==> config.mk <==
export PLATFORM = sky130hd
export DESIGN_NAME = nested_length_prefixed_row_deframer_unit
export DESIGN_NICKNAME = d
export VERILOG_FILES = /design/src/rtl/nlrd_pkg.sv /design/src/rtl/nlrd_front.sv /design/src/rtl/nlrd_queue.sv /design/src/rtl/nlrd_back.sv /design/src/rtl/nested_length_prefixed_row_deframer_unit.sv
export VERILOG_INCLUDE_DIRS = /design/src /design/src/rtl
export SDC_FILE = /design/constraint.sdc
export NUM_CORES = 1
export LEC_CHECK = 0
export ABC_AREA = 1
export BUFFER_PORTS_ARGS = -buffer_cell sky130_fd_sc_hd__buf_2
export CAP_MARGIN = 15
export CORE_MARGIN = 2
export CORE_UTILIZATION = 55
export DETAILED_ROUTE_END_ITERATION = 6
export PLACE_DENSITY = 0.72
export SYNTH_ARGS = -nofsm -noshare
export SYNTH_HDL_FRONTEND = slang
export SYNTH_HIERARCHICAL = 1
export SYNTH_SLANG_ARGS = --single-unit
export TNS_END_PERCENT = 50
==> constraint.sdc <==
create_clock -name clk -period 13.6 [get_ports clk]
set_input_delay 0 -clock clk [delete_from_list [all_inputs] [get_ports clk]]
set_output_delay 0 -clock clk [all_outputs]
set_load 0.03 [all_outputs]
==> src/rtl/assert_macros.svh <==
// ---------------------------------------------------------------------------
// assert_macros.svh
// Shared assertion macros for the row deframer RTL.
// ---------------------------------------------------------------------------
`ifndef ASSERT_MACROS_SVH
`define ASSERT_MACROS_SVH

// Expression must hold on every clock edge out of reset
`define ASSERT_ALWAYS(label, expr, msg) \
  label: assert property (@(posedge clk) disable iff (!rst_n) (expr)) else $error(msg);

// Antecedent implies consequent in the same cycle
`define ASSERT_IMPL(label, ante, cons, msg) \
  label: assert property (@(posedge clk) disable iff (!rst_n) (ante) |-> (cons)) \
    else $error(msg);

// Antecedent implies consequent in the next cycle
`define ASSERT_NEXT(label, ante, cons, msg) \
  label: assert property (@(posedge clk) disable iff (!rst_n) (ante) |=> (cons)) \
    else $error(msg);

`endif

==> src/rtl/nlrd_pkg.sv <==
// ---------------------------------------------------------------------------
// nlrd_pkg
// Types and constants shared by the row deframer front, queue and back end.
// ---------------------------------------------------------------------------
`default_nettype none

package nlrd_pkg;

  // Group header size in bytes (first four bytes hold the body size)
  localparam int unsigned HEADER_BYTES = 9;
  localparam int unsigned FCNT_W       = 6;

  // Request queue between front and back end
  localparam int unsigned QUEUE_DEPTH  = 4;
  localparam int unsigned QPTR_W       = $clog2(QUEUE_DEPTH);
  localparam int unsigned QCNT_W       = $clog2(QUEUE_DEPTH + 1);

  typedef enum logic [1:0] {
    PH_HEADER  = 2'd0,
    PH_LENGTH  = 2'd1,
    PH_PAYLOAD = 2'd2,
    PH_DISCARD = 2'd3
  } phase_t;

  typedef enum logic [1:0] {
    KIND_DATA  = 2'd0,
    KIND_EMPTY = 2'd1,
    KIND_ERROR = 2'd2
  } kind_t;

  typedef enum logic [2:0] {
    ERR_NONE      = 3'd0,
    ERR_NEG_SIZE  = 3'd1,
    ERR_LEN_CROSS = 3'd2,
    ERR_ROW_OVER  = 3'd3,
    ERR_TRUNC     = 3'd4
  } err_t;

  // One queued request: an optional main result plus an optional
  // truncation error that follows it
  typedef struct packed {
    logic        main_v;
    logic        trail_v;
    logic        page_end;
    kind_t       kind;
    logic [7:0]  payload;
    logic        row_first;
    logic        row_last;
    logic [31:0] row_length;
    logic [31:0] row_offset;
    err_t        error_code;
  } q_entry_t;

  // Queue status seen by the front and back end
  typedef struct packed {
    logic full;
    logic empty;
  } q_stat_t;

  // One result as it leaves the block
  typedef struct packed {
    kind_t       kind;
    logic [7:0]  payload;
    logic        row_first;
    logic        row_last;
    logic [31:0] row_length;
    logic [31:0] row_offset;
    err_t        error_code;
    logic        page_done;
  } result_t;

endpackage

`default_nettype wire

==> src/rtl/nlrd_front.sv <==
// ---------------------------------------------------------------------------
// nlrd_front
// Byte parser: tracks group headers, row length fields and payload, and
// turns each accepted byte into at most one queued request.
// ---------------------------------------------------------------------------
`default_nettype none

module nlrd_front (
  input  wire logic              clk,
  input  wire logic              rst_n,
  input  wire logic              accept_i,
  input  wire logic [7:0]        data_byte_i,
  input  wire logic              page_end_i,
  output nlrd_pkg::q_entry_t     entry_o,
  output logic                   push_o
);

  `include "assert_macros.svh"

  nlrd_pkg::phase_t                    phase_r, phase_nxt;
  logic [nlrd_pkg::FCNT_W-1:0]         fcnt_r, fcnt_nxt;
  logic [31:0]                         acc_r, acc_nxt;
  logic [31:0]                         grp_left_r, grp_left_nxt;
  logic [31:0]                         row_left_r, row_left_nxt;
  logic [31:0]                         row_len_r, row_len_nxt;
  logic [31:0]                         page_off_r, page_off_nxt;
  logic [31:0]                         row_start_r, row_start_nxt;

  // shared per-byte terms
  logic [nlrd_pkg::FCNT_W-1:0] fcnt_inc;
  logic                        hdr_done;
  logic [31:0]                 hdr_acc;
  logic [31:0]                 len_shift;
  logic [31:0]                 grp_dec;
  logic [31:0]                 start_off;
  logic                        len_short;
  logic                        len_done;
  logic                        len_over;
  logic                        errored;
  logic                        clean_end;
  nlrd_pkg::phase_t            phase_step;
  logic [nlrd_pkg::FCNT_W-1:0] fcnt_step;

  assign fcnt_inc  = fcnt_r + nlrd_pkg::FCNT_W'(1);
  assign hdr_done  = (fcnt_inc >= nlrd_pkg::FCNT_W'(nlrd_pkg::HEADER_BYTES));
  // group size with this byte merged in (little-endian, first four bytes)
  assign hdr_acc   = (fcnt_r < nlrd_pkg::FCNT_W'(4)) ?
                     (acc_r | (32'(data_byte_i) << {fcnt_r[1:0], 3'b000})) : acc_r;
  assign len_shift = {acc_r[23:0], data_byte_i};
  assign grp_dec   = grp_left_r - 32'd1;
  assign start_off = page_off_r + 32'd1;
  assign len_short = (fcnt_r == '0) && (grp_left_r < 32'd4);
  assign len_done  = (fcnt_r == nlrd_pkg::FCNT_W'(3));
  assign len_over  = (len_shift > grp_dec);

  // Next-state and datapath update for one byte
  always_comb begin
    phase_step    = phase_r;
    fcnt_step     = fcnt_r;
    acc_nxt       = acc_r;
    grp_left_nxt  = grp_left_r;
    row_left_nxt  = row_left_r;
    row_len_nxt   = row_len_r;
    row_start_nxt = row_start_r;
    errored       = 1'b0;
    case (phase_r)
      nlrd_pkg::PH_HEADER: begin
        acc_nxt   = hdr_acc;
        fcnt_step = fcnt_inc;
        if (hdr_done) begin
          fcnt_step = '0;
          acc_nxt   = '0;
          if (hdr_acc[31]) begin
            errored    = 1'b1;
            phase_step = nlrd_pkg::PH_DISCARD;
          end else if (hdr_acc != '0) begin
            grp_left_nxt = hdr_acc;
            phase_step   = nlrd_pkg::PH_LENGTH;
          end
        end
      end
      nlrd_pkg::PH_LENGTH: begin
        if (len_short) begin
          errored    = 1'b1;
          phase_step = nlrd_pkg::PH_DISCARD;
        end else begin
          acc_nxt      = len_shift;
          grp_left_nxt = grp_dec;
          fcnt_step    = fcnt_inc;
          if (len_done) begin
            fcnt_step = '0;
            acc_nxt   = '0;
            if (len_over) begin
              errored    = 1'b1;
              phase_step = nlrd_pkg::PH_DISCARD;
            end else if (len_shift == '0) begin
              if (grp_dec == '0) begin
                phase_step = nlrd_pkg::PH_HEADER;
              end
            end else begin
              row_len_nxt   = len_shift;
              row_left_nxt  = len_shift;
              row_start_nxt = start_off;
              phase_step    = nlrd_pkg::PH_PAYLOAD;
            end
          end
        end
      end
      nlrd_pkg::PH_PAYLOAD: begin
        row_left_nxt = row_left_r - 32'd1;
        grp_left_nxt = grp_dec;
        if (row_left_r == 32'd1) begin
          phase_step = (grp_dec == '0) ? nlrd_pkg::PH_HEADER : nlrd_pkg::PH_LENGTH;
        end
      end
      nlrd_pkg::PH_DISCARD: begin
        phase_step = nlrd_pkg::PH_DISCARD;
      end
      default: begin
        phase_step = nlrd_pkg::PH_DISCARD;
      end
    endcase

    clean_end = ((phase_step == nlrd_pkg::PH_HEADER) && (fcnt_step == '0)) ||
                (phase_step == nlrd_pkg::PH_DISCARD);

    // page end returns everything to its reset values
    phase_nxt    = phase_step;
    fcnt_nxt     = fcnt_step;
    page_off_nxt = start_off;
    if (page_end_i) begin
      phase_nxt     = nlrd_pkg::PH_HEADER;
      fcnt_nxt      = '0;
      acc_nxt       = '0;
      grp_left_nxt  = '0;
      row_left_nxt  = '0;
      row_len_nxt   = '0;
      page_off_nxt  = '0;
      row_start_nxt = '0;
    end
  end

  // Request built from the current byte
  always_comb begin
    entry_o            = '0;
    entry_o.kind       = nlrd_pkg::KIND_DATA;
    entry_o.error_code = nlrd_pkg::ERR_NONE;
    entry_o.page_end   = page_end_i;
    case (phase_r)
      nlrd_pkg::PH_HEADER: begin
        if (hdr_done && hdr_acc[31]) begin
          entry_o.main_v     = 1'b1;
          entry_o.kind       = nlrd_pkg::KIND_ERROR;
          entry_o.error_code = nlrd_pkg::ERR_NEG_SIZE;
        end
      end
      nlrd_pkg::PH_LENGTH: begin
        if (len_short) begin
          entry_o.main_v     = 1'b1;
          entry_o.kind       = nlrd_pkg::KIND_ERROR;
          entry_o.error_code = nlrd_pkg::ERR_LEN_CROSS;
        end else if (len_done && len_over) begin
          entry_o.main_v     = 1'b1;
          entry_o.kind       = nlrd_pkg::KIND_ERROR;
          entry_o.error_code = nlrd_pkg::ERR_ROW_OVER;
        end else if (len_done && (len_shift == '0)) begin
          entry_o.main_v     = 1'b1;
          entry_o.kind       = nlrd_pkg::KIND_EMPTY;
          entry_o.row_offset = start_off;
        end
      end
      nlrd_pkg::PH_PAYLOAD: begin
        entry_o.main_v     = 1'b1;
        entry_o.kind       = nlrd_pkg::KIND_DATA;
        entry_o.payload    = data_byte_i;
        entry_o.row_first  = (row_left_r == row_len_r);
        entry_o.row_last   = (row_left_r == 32'd1);
        entry_o.row_length = row_len_r;
        entry_o.row_offset = row_start_r;
      end
      default: begin
        entry_o.main_v = 1'b0;
      end
    endcase
    // truncation error follows whatever this byte produced
    entry_o.trail_v = page_end_i && !clean_end && !errored;
  end

  assign push_o = accept_i && (entry_o.main_v || entry_o.trail_v);

  // State registers
  always_ff @(posedge clk) begin
    if (!rst_n) begin
      phase_r     <= nlrd_pkg::PH_HEADER;
      fcnt_r      <= '0;
      acc_r       <= '0;
      grp_left_r  <= '0;
      row_left_r  <= '0;
      row_len_r   <= '0;
      page_off_r  <= '0;
      row_start_r <= '0;
    end else if (accept_i) begin
      phase_r     <= phase_nxt;
      fcnt_r      <= fcnt_nxt;
      acc_r       <= acc_nxt;
      grp_left_r  <= grp_left_nxt;
      row_left_r  <= row_left_nxt;
      row_len_r   <= row_len_nxt;
      page_off_r  <= page_off_nxt;
      row_start_r <= row_start_nxt;
    end
  end

  // Checks
  `ASSERT_IMPL(a_len_fcnt, phase_r == nlrd_pkg::PH_LENGTH, fcnt_r < nlrd_pkg::FCNT_W'(4),
    "length field count out of range")
  `ASSERT_IMPL(a_payload_rows, phase_r == nlrd_pkg::PH_PAYLOAD,
    (row_left_r != '0) && (row_left_r <= row_len_r), "payload row count out of range")

endmodule

`default_nettype wire

==> src/rtl/nlrd_queue.sv <==
// ---------------------------------------------------------------------------
// nlrd_queue
// Short request queue that decouples the byte parser from the result stage.
// ---------------------------------------------------------------------------
`default_nettype none

module nlrd_queue (
  input  wire logic               clk,
  input  wire logic               rst_n,
  input  wire logic               push_i,
  input  wire nlrd_pkg::q_entry_t entry_i,
  input  wire logic               pop_i,
  output nlrd_pkg::q_entry_t      head_o,
  output nlrd_pkg::q_stat_t       stat_o
);

  `include "assert_macros.svh"

  nlrd_pkg::q_entry_t               mem_r [nlrd_pkg::QUEUE_DEPTH];
  logic [nlrd_pkg::QPTR_W-1:0]      wr_ptr_r, wr_ptr_nxt;
  logic [nlrd_pkg::QPTR_W-1:0]      rd_ptr_r, rd_ptr_nxt;
  logic [nlrd_pkg::QCNT_W-1:0]      count_r, count_nxt;

  assign head_o       = mem_r[rd_ptr_r];
  assign stat_o.full  = (count_r == nlrd_pkg::QCNT_W'(nlrd_pkg::QUEUE_DEPTH));
  assign stat_o.empty = (count_r == '0);

  // Pointer and fill count update
  always_comb begin
    wr_ptr_nxt = wr_ptr_r;
    rd_ptr_nxt = rd_ptr_r;
    count_nxt  = count_r;
    if (push_i) begin
      wr_ptr_nxt = (wr_ptr_r == nlrd_pkg::QPTR_W'(nlrd_pkg::QUEUE_DEPTH - 1)) ?
                   '0 : wr_ptr_r + nlrd_pkg::QPTR_W'(1);
    end
    if (pop_i) begin
      rd_ptr_nxt = (rd_ptr_r == nlrd_pkg::QPTR_W'(nlrd_pkg::QUEUE_DEPTH - 1)) ?
                   '0 : rd_ptr_r + nlrd_pkg::QPTR_W'(1);
    end
    if (push_i && !pop_i) begin
      count_nxt = count_r + nlrd_pkg::QCNT_W'(1);
    end else if (pop_i && !push_i) begin
      count_nxt = count_r - nlrd_pkg::QCNT_W'(1);
    end
  end

  always_ff @(posedge clk) begin
    if (!rst_n) begin
      wr_ptr_r <= '0;
      rd_ptr_r <= '0;
      count_r  <= '0;
    end else begin
      wr_ptr_r <= wr_ptr_nxt;
      rd_ptr_r <= rd_ptr_nxt;
      count_r  <= count_nxt;
    end
  end

  // Entry storage
  always_ff @(posedge clk) begin
    if (push_i) begin
      mem_r[wr_ptr_r] <= entry_i;
    end
  end

  // Checks
  `ASSERT_ALWAYS(a_count_bound, count_r <= nlrd_pkg::QCNT_W'(nlrd_pkg::QUEUE_DEPTH),
    "queue count above depth")
  `ASSERT_IMPL(a_no_overflow, push_i, !stat_o.full, "push into full queue")
  `ASSERT_IMPL(a_no_underflow, pop_i, !stat_o.empty, "pop from empty queue")

endmodule

`default_nettype wire

==> src/rtl/nlrd_back.sv <==
// ---------------------------------------------------------------------------
// nlrd_back
// Result stage: expands each queued request into one or two results and
// holds them in an output register until the sink takes them.
// ---------------------------------------------------------------------------
`default_nettype none

module nlrd_back (
  input  wire logic               clk,
  input  wire logic               rst_n,
  input  wire nlrd_pkg::q_entry_t head_i,
  input  wire nlrd_pkg::q_stat_t  stat_i,
  output logic                    pop_o,
  output logic                    out_valid_o,
  input  wire logic               out_ready_i,
  output nlrd_pkg::result_t       out_res_o
);

  `include "assert_macros.svh"

  logic                 out_valid_r, out_valid_nxt;
  logic                 sent_main_r, sent_main_nxt;
  nlrd_pkg::result_t    res_r, res_nxt;
  logic                 load;
  logic                 take_main;

  assign load      = !stat_i.empty && (!out_valid_r || out_ready_i);
  assign take_main = head_i.main_v && !sent_main_r;

  // Pick the main result first, then the trailing truncation error
  always_comb begin
    res_nxt       = res_r;
    out_valid_nxt = out_valid_r && !out_ready_i;
    sent_main_nxt = sent_main_r;
    pop_o         = 1'b0;
    if (load) begin
      out_valid_nxt = 1'b1;
      if (take_main) begin
        res_nxt.kind       = head_i.kind;
        res_nxt.payload    = head_i.payload;
        res_nxt.row_first  = head_i.row_first;
        res_nxt.row_last   = head_i.row_last;
        res_nxt.row_length = head_i.row_length;
        res_nxt.row_offset = head_i.row_offset;
        res_nxt.error_code = head_i.error_code;
        res_nxt.page_done  = head_i.page_end && !head_i.trail_v;
        if (head_i.trail_v) begin
          sent_main_nxt = 1'b1;
        end else begin
          pop_o = 1'b1;
        end
      end else begin
        res_nxt            = '0;
        res_nxt.kind       = nlrd_pkg::KIND_ERROR;
        res_nxt.error_code = nlrd_pkg::ERR_TRUNC;
        res_nxt.page_done  = head_i.page_end;
        sent_main_nxt      = 1'b0;
        pop_o              = 1'b1;
      end
    end
  end

  always_ff @(posedge clk) begin
    if (!rst_n) begin
      out_valid_r <= 1'b0;
      sent_main_r <= 1'b0;
    end else begin
      out_valid_r <= out_valid_nxt;
      sent_main_r <= sent_main_nxt;
    end
  end

  // Result payload register
  always_ff @(posedge clk) begin
    res_r <= res_nxt;
  end

  assign out_valid_o = out_valid_r;
  assign out_res_o   = res_r;

  // Checks
  `ASSERT_IMPL(a_half_has_entry, sent_main_r, !stat_i.empty && head_i.trail_v,
    "split request lost its queue entry")
  `ASSERT_NEXT(a_split_order, load && take_main && head_i.trail_v, sent_main_r,
    "main result not followed by its truncation error")

endmodule

`default_nettype wire

==> src/rtl/nested_length_prefixed_row_deframer_unit.sv <==
// ---------------------------------------------------------------------------
// nested_length_prefixed_row_deframer_unit
// Splits a byte page into row groups and rows and streams out each payload
// byte tagged with its row's length and offset, plus empty-row and error
// results.
//
//   Channel  Dir  tdata                               tuser / tlast
//   in_      in   data_byte[7:0]                      tlast: page_end
//   out_     out  payload, row_length, row_offset,    tuser: kind, row_first,
//                 error_code                          row_last; tlast: page_done
//
// One input byte is accepted per cycle while in_tready is high; the parser
// settles each byte in the cycle it is taken. Results leave one per cycle
// while out_tready is high; a page end mid-structure adds a truncation error
// after the byte's own result, if any. A four-entry request queue plus the
// output register absorb output stalls; in_tready drops only on a full queue.
// Reset (rst_n low, synchronous) clears parser state, queue and output valid.
// ---------------------------------------------------------------------------
`default_nettype none

module nested_length_prefixed_row_deframer_unit (
  input  wire logic        clk,
  input  wire logic        rst_n,
  input  wire logic        in_tvalid,
  output logic             in_tready,
  input  wire logic [7:0]  in_tdata,   // [7:0] data_byte
  input  wire logic        in_tlast,   // page_end
  output logic             out_tvalid,
  input  wire logic        out_tready,
  output logic [79:0]      out_tdata,  // [7:0] payload, [39:8] row_length,
                                       // [71:40] row_offset, [74:72] error_code,
                                       // [79:75] zero
  output logic [3:0]       out_tuser,  // [1:0] kind, [2] row_first, [3] row_last
  output logic             out_tlast   // page_done
);

  nlrd_pkg::q_entry_t  f_entry;
  nlrd_pkg::q_entry_t  q_head;
  nlrd_pkg::q_stat_t   q_stat;
  nlrd_pkg::result_t   res;
  logic                accept;
  logic                push;
  logic                pop;

  assign in_tready = !q_stat.full;
  assign accept    = in_tvalid && in_tready;

  // Byte parser
  nlrd_front u_front (
    .clk         (clk),
    .rst_n       (rst_n),
    .accept_i    (accept),
    .data_byte_i (in_tdata),
    .page_end_i  (in_tlast),
    .entry_o     (f_entry),
    .push_o      (push)
  );

  // Request queue
  nlrd_queue u_queue (
    .clk     (clk),
    .rst_n   (rst_n),
    .push_i  (push),
    .entry_i (f_entry),
    .pop_i   (pop),
    .head_o  (q_head),
    .stat_o  (q_stat)
  );

  // Result stage
  nlrd_back u_back (
    .clk         (clk),
    .rst_n       (rst_n),
    .head_i      (q_head),
    .stat_i      (q_stat),
    .pop_o       (pop),
    .out_valid_o (out_tvalid),
    .out_ready_i (out_tready),
    .out_res_o   (res)
  );

  // Output packing
  assign out_tdata = {5'd0, res.error_code, res.row_offset, res.row_length, res.payload};
  assign out_tuser = {res.row_last, res.row_first, res.kind};
  assign out_tlast = res.page_done;

endmodule

`default_nettype wire

==> metrics.txt, run 1 <==
# TYPE chip_impl_metric gauge
chip_impl_metric{name="asyncSetResetFlopFracSynth",unit=""} 0
chip_impl_metric{name="routedWlPerCell",unit="um"} 20.6
chip_impl_metric{name="power",unit="mW"} 6.08
chip_impl_metric{name="worst-path-max-fanout",unit=""} 48
chip_impl_metric{name="mappedNetlistArea",unit="mm2"} 0.0301
chip_impl_metric{name="final_hold_vio_count",unit=""} 0
chip_impl_metric{name="drtPass1Iterations",unit=""} 7
chip_impl_metric{name="power_density",unit="mW/mm2"} 184
chip_impl_info{name="unrepaired_setup_endpoints_after_global_routing",value="false"} 1
chip_impl_metric{name="grt_max_degree",unit=""} 86
chip_impl_metric{name="share_comb_of_total_power",unit=""} 0.293
chip_impl_metric{name="fp-row-count",unit=""} 85
chip_impl_metric{name="p_sw_frac",unit=""} 0.362
chip_impl_info{name="worstHoldEndpoint",value="u_queue/mem_r[2][74]"} 1
chip_impl_info{name="critical_path.endpoint_type",value="register"} 1
chip_impl_metric{name="fmax",unit="GHz"} 0.167
chip_impl_metric{name="netlist_instances",unit=""} 3382
chip_impl_metric{name="period_needed",unit="ns"} 5.98
chip_impl_metric{name="cts_buffers",unit=""} 67
chip_impl_info{name="clock_root_cell",value="sky130_fd_sc_hd__clkbuf_16"} 1
chip_impl_metric{name="area_growth",unit="%"} 9.62
chip_impl_metric{name="die_ar",unit="mm2"} 0.0566
chip_impl_metric{name="grt_use_total",unit=""} 0.299
chip_impl_metric{name="io_pins",unit=""} 100
chip_impl_metric{name="r2r_slack",unit="ns"} 7.62
chip_impl_metric{name="dp.final_hpwl",unit="um"} 56500
chip_impl_info{name="critical_path_class",value="reg -> reg"} 1
chip_impl_metric{name="post_cts_hold_buffer_count",unit=""} 7
chip_impl_metric{name="timing.hold.worst_path_depth",unit=""} 3
chip_impl_info{name="dominantRegCellSynth",value="sky130_fd_sc_hd__edfxtp_1"} 1
chip_impl_metric{name="globalplace.congestion",unit=""} 1.00
chip_impl_metric{name="core",unit="mm2"} 0.0539
chip_impl_metric{name="synth_register_bits",unit=""} 619
chip_impl_metric{name="vias_per_cell",unit=""} 5.95
chip_impl_metric{name="finalClockSkew",unit="ns"} 0.0234
chip_impl_metric{name="rr_worst_depth",unit=""} 16
chip_impl_metric{name="max_cap_viol_count",unit=""} 0
chip_impl_metric{name="post_synth_and_or_nand_nor_area_fraction",unit=""} 0.167
chip_impl_metric{name="finalMaxSlewViolations",unit=""} 0
chip_impl_metric{name="timing.critical_path.arrival",unit="ns"} 6.21
chip_impl_metric{name="clk_pin_slew",unit="ns"} 0.06
chip_impl_info{name="class_of_the_worst_hold_path",value="in -> reg"} 1
chip_impl_info{name="critical_path.reg2reg.endpoint",value="u_queue/mem_r[1][58]"} 1
chip_impl_info{name="cts_tree",value="done"} 1
chip_impl_info{name="rr_startpoint",value="u_front/fcnt_r[0]"} 1
chip_impl_metric{name="synthXorXnorAreaFrac",unit=""} 0.0125
chip_impl_metric{name="setup_viol",unit=""} 0
chip_impl_metric{name="ctsLongestPathBuffers",unit=""} 3
chip_impl_metric{name="synth.yosys.seq_area_share",unit=""} 0.548
chip_impl_metric{name="worst_pin_slew",unit="ns"} 1.16
chip_impl_metric{name="yosysWarnings",unit=""} 6
chip_impl_metric{name="synth-compound-area-share",unit=""} 0.167
chip_impl_metric{name="p_int",unit="mW"} 3.88
chip_impl_metric{name="antenna_found_initial",unit=""} 0
chip_impl_metric{name="post_route_worst_setup_slack",unit="ns"} 7.62
chip_impl_info{name="hp-start",value="in_tdata[5]"} 1
chip_impl_metric{name="start_util",unit=""} 0.558
chip_impl_metric{name="number_of_different_library_cells_in_the_post_synthesis_netlist",unit=""} 62
chip_impl_metric{name="place.port_buffers",unit=""} 94
chip_impl_metric{name="die_width",unit="um"} 238
chip_impl_metric{name="dp_worst_setup_slack",unit="ns"} 7.80
chip_impl_metric{name="totalNegativeSetupSlack",unit="ns"} 0
chip_impl_metric{name="number_of_global_route_vias_before_repair",unit=""} 22785
chip_impl_metric{name="grt_first_pass_wirelength",unit="um"} 131000
chip_impl_metric{name="first_iter_violations",unit=""} 3104
chip_impl_metric{name="drc_errors",unit=""} 0
chip_impl_metric{name="final_antenna_net_count",unit=""} 0
chip_impl_info{name="startpoint_type",value="register"} 1
chip_impl_metric{name="period_share",unit=""} 0.439
chip_impl_metric{name="tritoncts_num_sinks",unit=""} 619
chip_impl_metric{name="number_of_gates_resized_after_cts",unit=""} 0
chip_impl_metric{name="hold-worst-slack",unit="ns"} 0.0630
chip_impl_metric{name="floorplan_die_height",unit="um"} 238
chip_impl_info{name="post-synth-top-area-cell",value="sky130_fd_sc_hd__edfxtp_1"} 1
chip_impl_metric{name="number_of_enable_flip_flop_cells_after_synthesis",unit=""} 408
chip_impl_metric{name="dr_total_vias",unit=""} 24715
chip_impl_metric{name="power_switching",unit="mW"} 2.20
chip_impl_info{name="synth_top_family_by_area",value="simple AND/OR/NAND/NOR gates"} 1
chip_impl_metric{name="clkLatencyLatePin",unit="ns"} 0.61
chip_impl_metric{name="avgSynthCellArea",unit="um2"} 8.89
chip_impl_metric{name="synth_top_cell_area_share",unit=""} 0.407
chip_impl_metric{name="ir_worst_vdd",unit="mV"} 0.112
chip_impl_metric{name="synth.area.mux_share",unit=""} 0
chip_impl_metric{name="cp_data_required_time",unit="ns"} 13.84
chip_impl_metric{name="relative_max_transition_margin",unit=""} 0.228
chip_impl_metric{name="part_of_the_total_power_dissipated_in_the_clock_network",unit=""} 0.303
chip_impl_metric{name="final_net_count",unit=""} 3465
chip_impl_metric{name="drive_gt1_frac",unit=""} 0.0961
chip_impl_metric{name="adder_and_majority_gate_portion_of_the_synthesized_area",unit=""} 0.0206
chip_impl_metric{name="wl",unit="um"} 85400
chip_impl_metric{name="antennaDiodeCount",unit=""} 0
chip_impl_metric{name="ctsHtreeMaxLevel",unit=""} 3
chip_impl_metric{name="global_route_overflow",unit=""} 0
chip_impl_info{name="synthTopCellsByArea",value="sky130_fd_sc_hd__edfxtp_1 41%, sky130_fd_sc_hd__dfxtp_1 14%, sky130_fd_sc_hd__nor2_1 6.9%, sky130_fd_sc_hd__nand2_1 5.4%, sky130_fd_sc_hd__o21ai_0 5.3%"} 1
chip_impl_metric{name="cts_post_setup_buffers_inserted",unit=""} 0
chip_impl_info{name="result_of_the_run",value="finished clean"} 1
chip_impl_metric{name="power.share.sequential",unit=""} 0.404
chip_impl_metric{name="p_leak",unit="nW"} 12.8
## cell families after synthesis
group | Yosys count
buf+inv | 596
flops | 619
simple gates | 1208
other cells | 2
compound gates | 866
fa+ha+maj | 49
xor+xnor | 42
## per-stage QoR
stage                     instance area (um2)  std cells  utilization
after global routing                    33000       4152        0.611
after floorplan                         30100       3386            -
after detailed placement                30700       4023        0.569
after CTS                               33000       4152        0.611
final                                   33000       4152        0.611
after global placement                  30700       4023        0.569
## power groups by stage
stage | clock network (mW) | registers (mW) | logic [mW]
4_1_cts | 1.87 | 2.46 | 1.77
3_3_place_gp | 0 | 2.49 | 1.72
5_1_grt | 1.94 | 2.48 | 1.95
2_1_floorplan | 0 | 2.70 | 1.07
6_report | 1.84 | 2.46 | 1.78
3_5_place_dp | 0 | 2.50 | 1.75
## cell usage in the layout (no fill, tap or decap), types with 26 or more instances in the layout
cell type	synthesis	routed
sky130_fd_sc_hd__nor2_1	554	554
sky130_fd_sc_hd__nand2_1	433	432
sky130_fd_sc_hd__edfxtp_1	408	408
sky130_fd_sc_hd__inv_1	398	392
sky130_fd_sc_hd__o21ai_0	316	316
sky130_fd_sc_hd__dfxtp_1	211	209
sky130_fd_sc_hd__a21oi_1	209	209
sky130_fd_sc_hd__o22ai_1	122	122
sky130_fd_sc_hd__buf_2	43	94
sky130_fd_sc_hd__nand3_1	73	73
sky130_fd_sc_hd__clkbuf_16	0	69
sky130_fd_sc_hd__o21ai_1	67	67
sky130_fd_sc_hd__nand4_1	47	47
sky130_fd_sc_hd__ha_1	48	47
sky130_fd_sc_hd__a211oi_1	40	40
sky130_fd_sc_hd__xor2_1	36	36
sky130_fd_sc_hd__nor3_1	32	32
sky130_fd_sc_hd__buf_4	22	27
sky130_fd_sc_hd__a211oi_2	26	26
## state kept, by name, summed over array words and instances (netlist names), named ones only
signal / cells
u_queue/mem_r: 328
u_back/out_res_o: 80
u_front/acc_r: 32
u_front/grp_left_r: 32
u_front/page_off_r: 32
u_front/row_left_r: 32
u_front/row_len_r: 32
u_front/row_start_r: 32
u_front/fcnt_r: 6
u_queue/count_r: 3
u_front/phase_r: 2
u_queue/rd_ptr_r: 2
u_queue/wr_ptr_r: 2
u_back/out_valid_o: 1
u_back/sent_main_r: 1
## synth_stat cells, types with 32 or more instances
cell and number:
sky130_fd_sc_hd__o22ai_1 122, sky130_fd_sc_hd__dfxtp_1 211, sky130_fd_sc_hd__a21oi_1 209, sky130_fd_sc_hd__nor3_1 32, sky130_fd_sc_hd__nand4_1 47, sky130_fd_sc_hd__nand2_1 433, sky130_fd_sc_hd__nor2_1 554, sky130_fd_sc_hd__inv_1 398
sky130_fd_sc_hd__buf_2 43, sky130_fd_sc_hd__edfxtp_1 408, sky130_fd_sc_hd__o21ai_1 67, sky130_fd_sc_hd__xor2_1 36, sky130_fd_sc_hd__a211oi_1 40, sky130_fd_sc_hd__clkbuf_1 86, sky130_fd_sc_hd__o21ai_0 316, sky130_fd_sc_hd__ha_1 48
sky130_fd_sc_hd__nand3_1 73
## worst max-delay path, stage by stage (launching register included)
cell	delay, ns
sky130_fd_sc_hd__dfxtp_1	0.73
sky130_fd_sc_hd__inv_1	0.38
sky130_fd_sc_hd__ha_1	0.33
sky130_fd_sc_hd__o21ai_0	0.17
sky130_fd_sc_hd__nand3_1	0.81
sky130_fd_sc_hd__nor2_1	0.56
sky130_fd_sc_hd__a21oi_1	0.12
sky130_fd_sc_hd__a22oi_1	0.21
sky130_fd_sc_hd__nor3_1	0.09
sky130_fd_sc_hd__nand3_1	0.10
sky130_fd_sc_hd__nor2_1	0.05
sky130_fd_sc_hd__nand3_1	0.08
sky130_fd_sc_hd__nand3_1	0.09
sky130_fd_sc_hd__a21oi_1	0.42
sky130_fd_sc_hd__nand2_1	0.14
sky130_fd_sc_hd__clkinv_2	0.68
sky130_fd_sc_hd__buf_4	0.59
## layer usage
metal / vias up / track usage / share of wire
met3: 159 / 0.0506 / 0.099
met5: - / 0 / 0
met2: 1268 / 0.466 / 0.46
met1: 11739 / 0.426 / 0.42
li1: 11549 / - / -
met4: 0 / 0.0985 / 0.027
## how the worst max path moves through the flow
| stage | start | to | slack, ns | depth (start not counted) |
|---|---|---|---|---|
| floorplan | u_front/grp_left_r[0] | u_queue/mem_r[0][0] | 8.27 | 26 |
| global placement | u_front/grp_left_r[0] | u_queue/mem_r[1][51] | 7.86 | 27 |
| detailed placement | u_front/grp_left_r[0] | u_queue/mem_r[0][51] | 7.80 | 27 |
| CTS | u_front/grp_left_r[0] | u_queue/mem_r[0][58] | 7.73 | 27 |
| global route | u_front/grp_left_r[0] | u_queue/mem_r[1][58] | 7.12 | 27 |
| finish | u_front/fcnt_r[0] | u_queue/mem_r[1][58] | 7.62 | 16 |
## cell type report
class	count	area [um2]
clock buffer	85	1820
clock inverter	37	392
fill	4483	20900
inverter	416	1570
multi-input combinational	2171	11100
sequential	619	16500
tap	696	871
timing repair buffer	128	743
No activity file was read; power rests on OpenSTA's default activity.
==> run 2, diff against run 1 <==
--- a/config.mk
+++ b/config.mk
@@ -6,13 +6,13 @@
 export SDC_FILE = /design/constraint.sdc
 export NUM_CORES = 1
 export LEC_CHECK = 0
-export ABC_AREA = 1
+export ABC_AREA = 0
 export BUFFER_PORTS_ARGS = -buffer_cell sky130_fd_sc_hd__buf_2
 export CAP_MARGIN = 15
 export CORE_MARGIN = 2
 export CORE_UTILIZATION = 55
 export DETAILED_ROUTE_END_ITERATION = 6
-export PLACE_DENSITY = 0.72
+export PLACE_DENSITY = 0.75
 export SYNTH_ARGS = -nofsm -noshare
 export SYNTH_HDL_FRONTEND = slang
 export SYNTH_HIERARCHICAL = 1
==> constraint.sdc (replaced) <==
create_clock -name clk -period 5.3 [get_ports clk]
set_input_delay 0 -clock clk [delete_from_list [all_inputs] [get_ports clk]]
set_output_delay 0 -clock clk [all_outputs]
set_load 0.03 [all_outputs]
==> metrics.txt, run 2 <==
# TYPE chip_impl_metric gauge
chip_impl_metric{name="drtPass1Iterations",unit=""} 5
chip_impl_info{name="regMostFlops",value="u_queue/mem_r"} 1
chip_impl_metric{name="final_antenna_net_count",unit=""} 0
chip_impl_info{name="start_point_of_the_critical_path",value="u_front/grp_left_r[15]"} 1
chip_impl_metric{name="clkLatencyLatePin",unit="ns"} 0.61
chip_impl_metric{name="relative_max_transition_margin",unit=""} 0.254
chip_impl_metric{name="timing.critical_path.arrival",unit="ns"} 6.10
chip_impl_metric{name="asyncSetResetFlopFracSynth",unit=""} 0
chip_impl_metric{name="grt_max_degree",unit=""} 96
chip_impl_metric{name="drc_errors",unit=""} 0
chip_impl_info{name="critical_path.reg2reg.endpoint",value="u_queue/count_r[2]"} 1
chip_impl_metric{name="setup_viol",unit=""} 271
chip_impl_metric{name="cts_buffers",unit=""} 66
chip_impl_metric{name="global_route_overflow",unit=""} 0
chip_impl_info{name="synthMostInstantiatedCell",value="sky130_fd_sc_hd__edfxtp_1"} 1
chip_impl_metric{name="critical_path.max_stage_delay",unit="ns"} 0.53
chip_impl_metric{name="fmax",unit="GHz"} 0.179
chip_impl_metric{name="rr_worst_depth",unit=""} 21
chip_impl_metric{name="path_buf_inv",unit=""} 2
chip_impl_metric{name="post_route_worst_setup_slack",unit="ns"} -0.293
chip_impl_metric{name="synth_register_bits",unit=""} 619
chip_impl_metric{name="ir_worst_vdd",unit="mV"} 0.317
chip_impl_info{name="dominantRegCellSynth",value="sky130_fd_sc_hd__edfxtp_1"} 1
chip_impl_info{name="violations",value="negative setup slack"} 1
chip_impl_metric{name="netlist_instances",unit=""} 2460
chip_impl_metric{name="drive_gt1_frac",unit=""} 0.177
chip_impl_info{name="critical_path_class",value="reg -> reg"} 1
chip_impl_metric{name="period_needed",unit="ns"} 5.59
chip_impl_metric{name="finalClockSkew",unit="ns"} 0.0445
chip_impl_info{name="cts_tree",value="done"} 1
chip_impl_info{name="result_of_the_run",value="complete, but fails checks"} 1
chip_impl_metric{name="area_growth",unit="%"} 15.0
chip_impl_metric{name="period_share",unit=""} 1.06
chip_impl_metric{name="r2r_slack",unit="ns"} -0.29
chip_impl_metric{name="antennaDiodeCount",unit=""} 0
chip_impl_metric{name="start_util",unit=""} 0.556
chip_impl_metric{name="max_cap_viol_count",unit=""} 0
chip_impl_metric{name="antenna_found_initial",unit=""} 1
chip_impl_info{name="clock_root_cell",value="sky130_fd_sc_hd__clkbuf_16"} 1
chip_impl_metric{name="vias_per_cell",unit=""} 6.21
chip_impl_metric{name="yosysWarnings",unit=""} 6
chip_impl_metric{name="number_of_global_route_vias_before_repair",unit=""} 19947
chip_impl_info{name="unrepaired_setup_endpoints_after_global_routing",value="true"} 1
chip_impl_metric{name="worst-path-max-fanout",unit=""} 4
chip_impl_metric{name="first_iter_violations",unit=""} 2343
chip_impl_metric{name="synth_top_cell_area_share",unit=""} 0.420
chip_impl_metric{name="p_leak",unit="nW"} 12.1
chip_impl_info{name="rr_startpoint",value="u_front/grp_left_r[15]"} 1
chip_impl_metric{name="final_hold_vio_count",unit=""} 0
chip_impl_info{name="crit_chain",value="or4_4 -> or2_1 -> or3_4 -> or4_4 -> xor2_2 -> ha_1 -> nand4_1 -> nor3_2 -> a221oi_1 -> o21ai_1 -> a211o_1 -> o21ai_4 -> o211ai_1 -> buf_4 -> o41ai_4 -> ha_2 -> inv_2 -> fa_2 -> xor2_1 -> or3_1 -> a21boi_1"} 1
chip_impl_metric{name="path_depth",unit=""} 21
chip_impl_metric{name="avgSynthCellArea",unit="um2"} 11.9
chip_impl_info{name="final_cell_mix",value="408 x sky130_fd_sc_hd__edfxtp_1, 207 x sky130_fd_sc_hd__dfxtp_1, 167 x sky130_fd_sc_hd__nor2b_1, 152 x sky130_fd_sc_hd__a21oi_1, 148 x sky130_fd_sc_hd__and2_1"} 1
chip_impl_info{name="worst_path_dominant_cell_family",value="simple AND/OR/NAND/NOR gates"} 1
chip_impl_metric{name="worst_pin_slew",unit="ns"} 1.11
chip_impl_metric{name="globalplace.congestion",unit=""} 0.910
chip_impl_metric{name="floorplan_die_height",unit="um"} 234
chip_impl_metric{name="power_density",unit="mW/mm2"} 424
chip_impl_metric{name="dr_total_vias",unit=""} 20687
chip_impl_metric{name="core",unit="mm2"} 0.0524
chip_impl_metric{name="die_width",unit="um"} 234
chip_impl_metric{name="dp_cells",unit=""} 3179
chip_impl_metric{name="largest_register_ffs",unit=""} 328
chip_impl_metric{name="final_net_count",unit=""} 2658
chip_impl_metric{name="routedWlPerCell",unit="um"} 23.1
chip_impl_metric{name="fin_util",unit=""} 0.640
chip_impl_metric{name="finalMaxSlewViolations",unit=""} 0
chip_impl_metric{name="clk_pin_slew",unit="ns"} 0.06
chip_impl_metric{name="place.port_buffers",unit=""} 94
chip_impl_metric{name="tritoncts_num_sinks",unit=""} 619
chip_impl_info{name="class_of_the_worst_hold_path",value="in -> reg"} 1
chip_impl_metric{name="number_of_different_library_cells_in_the_post_synthesis_netlist",unit=""} 86
chip_impl_metric{name="cp_data_required_time",unit="ns"} 5.81
chip_impl_info{name="worst_path_most_repeated_cell",value="sky130_fd_sc_hd__or4_4"} 1
chip_impl_info{name="critical_path.endpoint_type",value="register"} 1
chip_impl_info{name="slowest_stage",value="sky130_fd_sc_hd__or4_4"} 1
chip_impl_info{name="synth.top_cells.by_count",value="408 x sky130_fd_sc_hd__edfxtp_1, 211 x sky130_fd_sc_hd__dfxtp_1, 169 x sky130_fd_sc_hd__nor2b_1"} 1
chip_impl_metric{name="grt_use_total",unit=""} 0.272
chip_impl_metric{name="ctsLongestPathBuffers",unit=""} 3
chip_impl_info{name="layout.cells.most_common",value="sky130_fd_sc_hd__edfxtp_1"} 1
chip_impl_metric{name="synth.yosys.seq_area_share",unit=""} 0.565
chip_impl_metric{name="die_ar",unit="mm2"} 0.0549
chip_impl_metric{name="wl",unit="um"} 76800
chip_impl_metric{name="io_pins",unit=""} 100
chip_impl_metric{name="ctsHtreeMaxLevel",unit=""} 3
chip_impl_metric{name="number_of_enable_flip_flop_cells_after_synthesis",unit=""} 408
chip_impl_metric{name="mappedNetlistArea",unit="mm2"} 0.0292
chip_impl_metric{name="layoutNonFillerInstCount",unit=""} 3330
chip_impl_metric{name="dp.final_hpwl",unit="um"} 47600
chip_impl_info{name="post-synth-top-area-cell",value="sky130_fd_sc_hd__edfxtp_1"} 1
chip_impl_info{name="startpoint_type",value="register"} 1
chip_impl_metric{name="fp-row-count",unit=""} 84
chip_impl_metric{name="grt_first_pass_wirelength",unit="um"} 115000
chip_impl_info{name="synthTopCellsByArea",value="sky130_fd_sc_hd__edfxtp_1 42%, sky130_fd_sc_hd__dfxtp_1 14%, sky130_fd_sc_hd__mux4_2 6.3%, sky130_fd_sc_hd__nor2b_1 3.6%, sky130_fd_sc_hd__and2_1 3.3%"} 1
chip_impl_info{name="crit_path_end",value="u_queue/count_r[2]"} 1
## run 2: kinds of logic (layout without fill, tap and decap cells)
| group | count (synthesis) | after routing | share of synthesized area |
|---|---|---|---|
| xor gates and xnor gates | 99 | 99 | 0.0302 |
| and+or+nand+nor | 871 | 873 | 0.162 |
| AOI/OAI and AO/OA | 482 | 482 | 0.108 |
| muxes | 117 | 117 | 0.0755 |
| other | 2 | 6 | 0.000258 |
| adders and majority gates | 49 | 49 | 0.0213 |
| buffers and inverters | 221 | 397 | 0.0375 |
| DFF | 619 | 619 | 0.565 |
## run 2: where the power goes
group	internal, mW	switching [mW]
clock network	2.72	1.90
registers	5.78	0.283
logic	1.30	2.24
## run 2: area by class of cell
cell class | instances | area (um2)
well taps | 688 | 861
multi-input cells | 1626 | 11800
inverters | 39 | 146
repair buffers | 244 | 2110
clock inverters | 24 | 314
fillers | 3792 | 18900
flip-flops and latches | 619 | 16500
clock buffers | 90 | 1830
## run 2: stage by stage
| step | TNS [ns] | cell area, um2 | hold slack (ns) | worst slack, ns | power, mW |
|---|---|---|---|---|---|
| finish | -21.81 | 33500 | 0.0232 | -0.293 | 14.2 |
| global route | -69.97 | 33500 | 0.0585 | -0.478 | 14.8 |
| floorplan | -85.31 | 29200 | 0.122 | -0.381 | 8.68 |
| global placement | -0.212 | 30800 | 0.330 | -0.212 | 9.53 |
| detailed placement | -21.66 | 30800 | 0.323 | -0.375 | 9.60 |
| CTS | -0.189 | 33200 | 0.00808 | -0.189 | 14.2 |
## run 2: routing by layer
metal  wire length [um]  track usage  up-vias
li1                   -            -     9317
met3               6020       0.0433      165
met2              36700        0.439      981
met5                  0            0        -
met4               2260       0.0945        0
met1              31900        0.375    10224
## run 2: timing repair
| action | 4_1_cts | 5_1_grt |
|---|---|---|
| hold buffers | 10 | 0 |
| hold endpoints to repair | 23 | 0 |
| gates resized for setup | 8 | 7 |
| pin swaps | 9 | 3 |
| setup endpoints to repair | 328 | 329 |
| buffers inserted | 5 | 7 |
| cloned | 2 | 14 |
## run 2: worst min path at each step
stage | slack, ns | cells past startpoint | start | endpoint
2_1_floorplan | 0.12 | 1 | rst_n | u_queue/count_r[0]
3_3_place_gp | 0.33 | 3 | out_tready | u_back/out_valid_o
3_5_place_dp | 0.32 | 3 | out_tready | u_back/out_valid_o
4_1_cts | 0.008 | 2 | rst_n | u_front/row_left_r[0]
5_1_grt | 0.06 | 2 | rst_n | u_front/row_left_r[0]
6_report | 0.02 | 2 | rst_n | u_front/row_left_r[0]
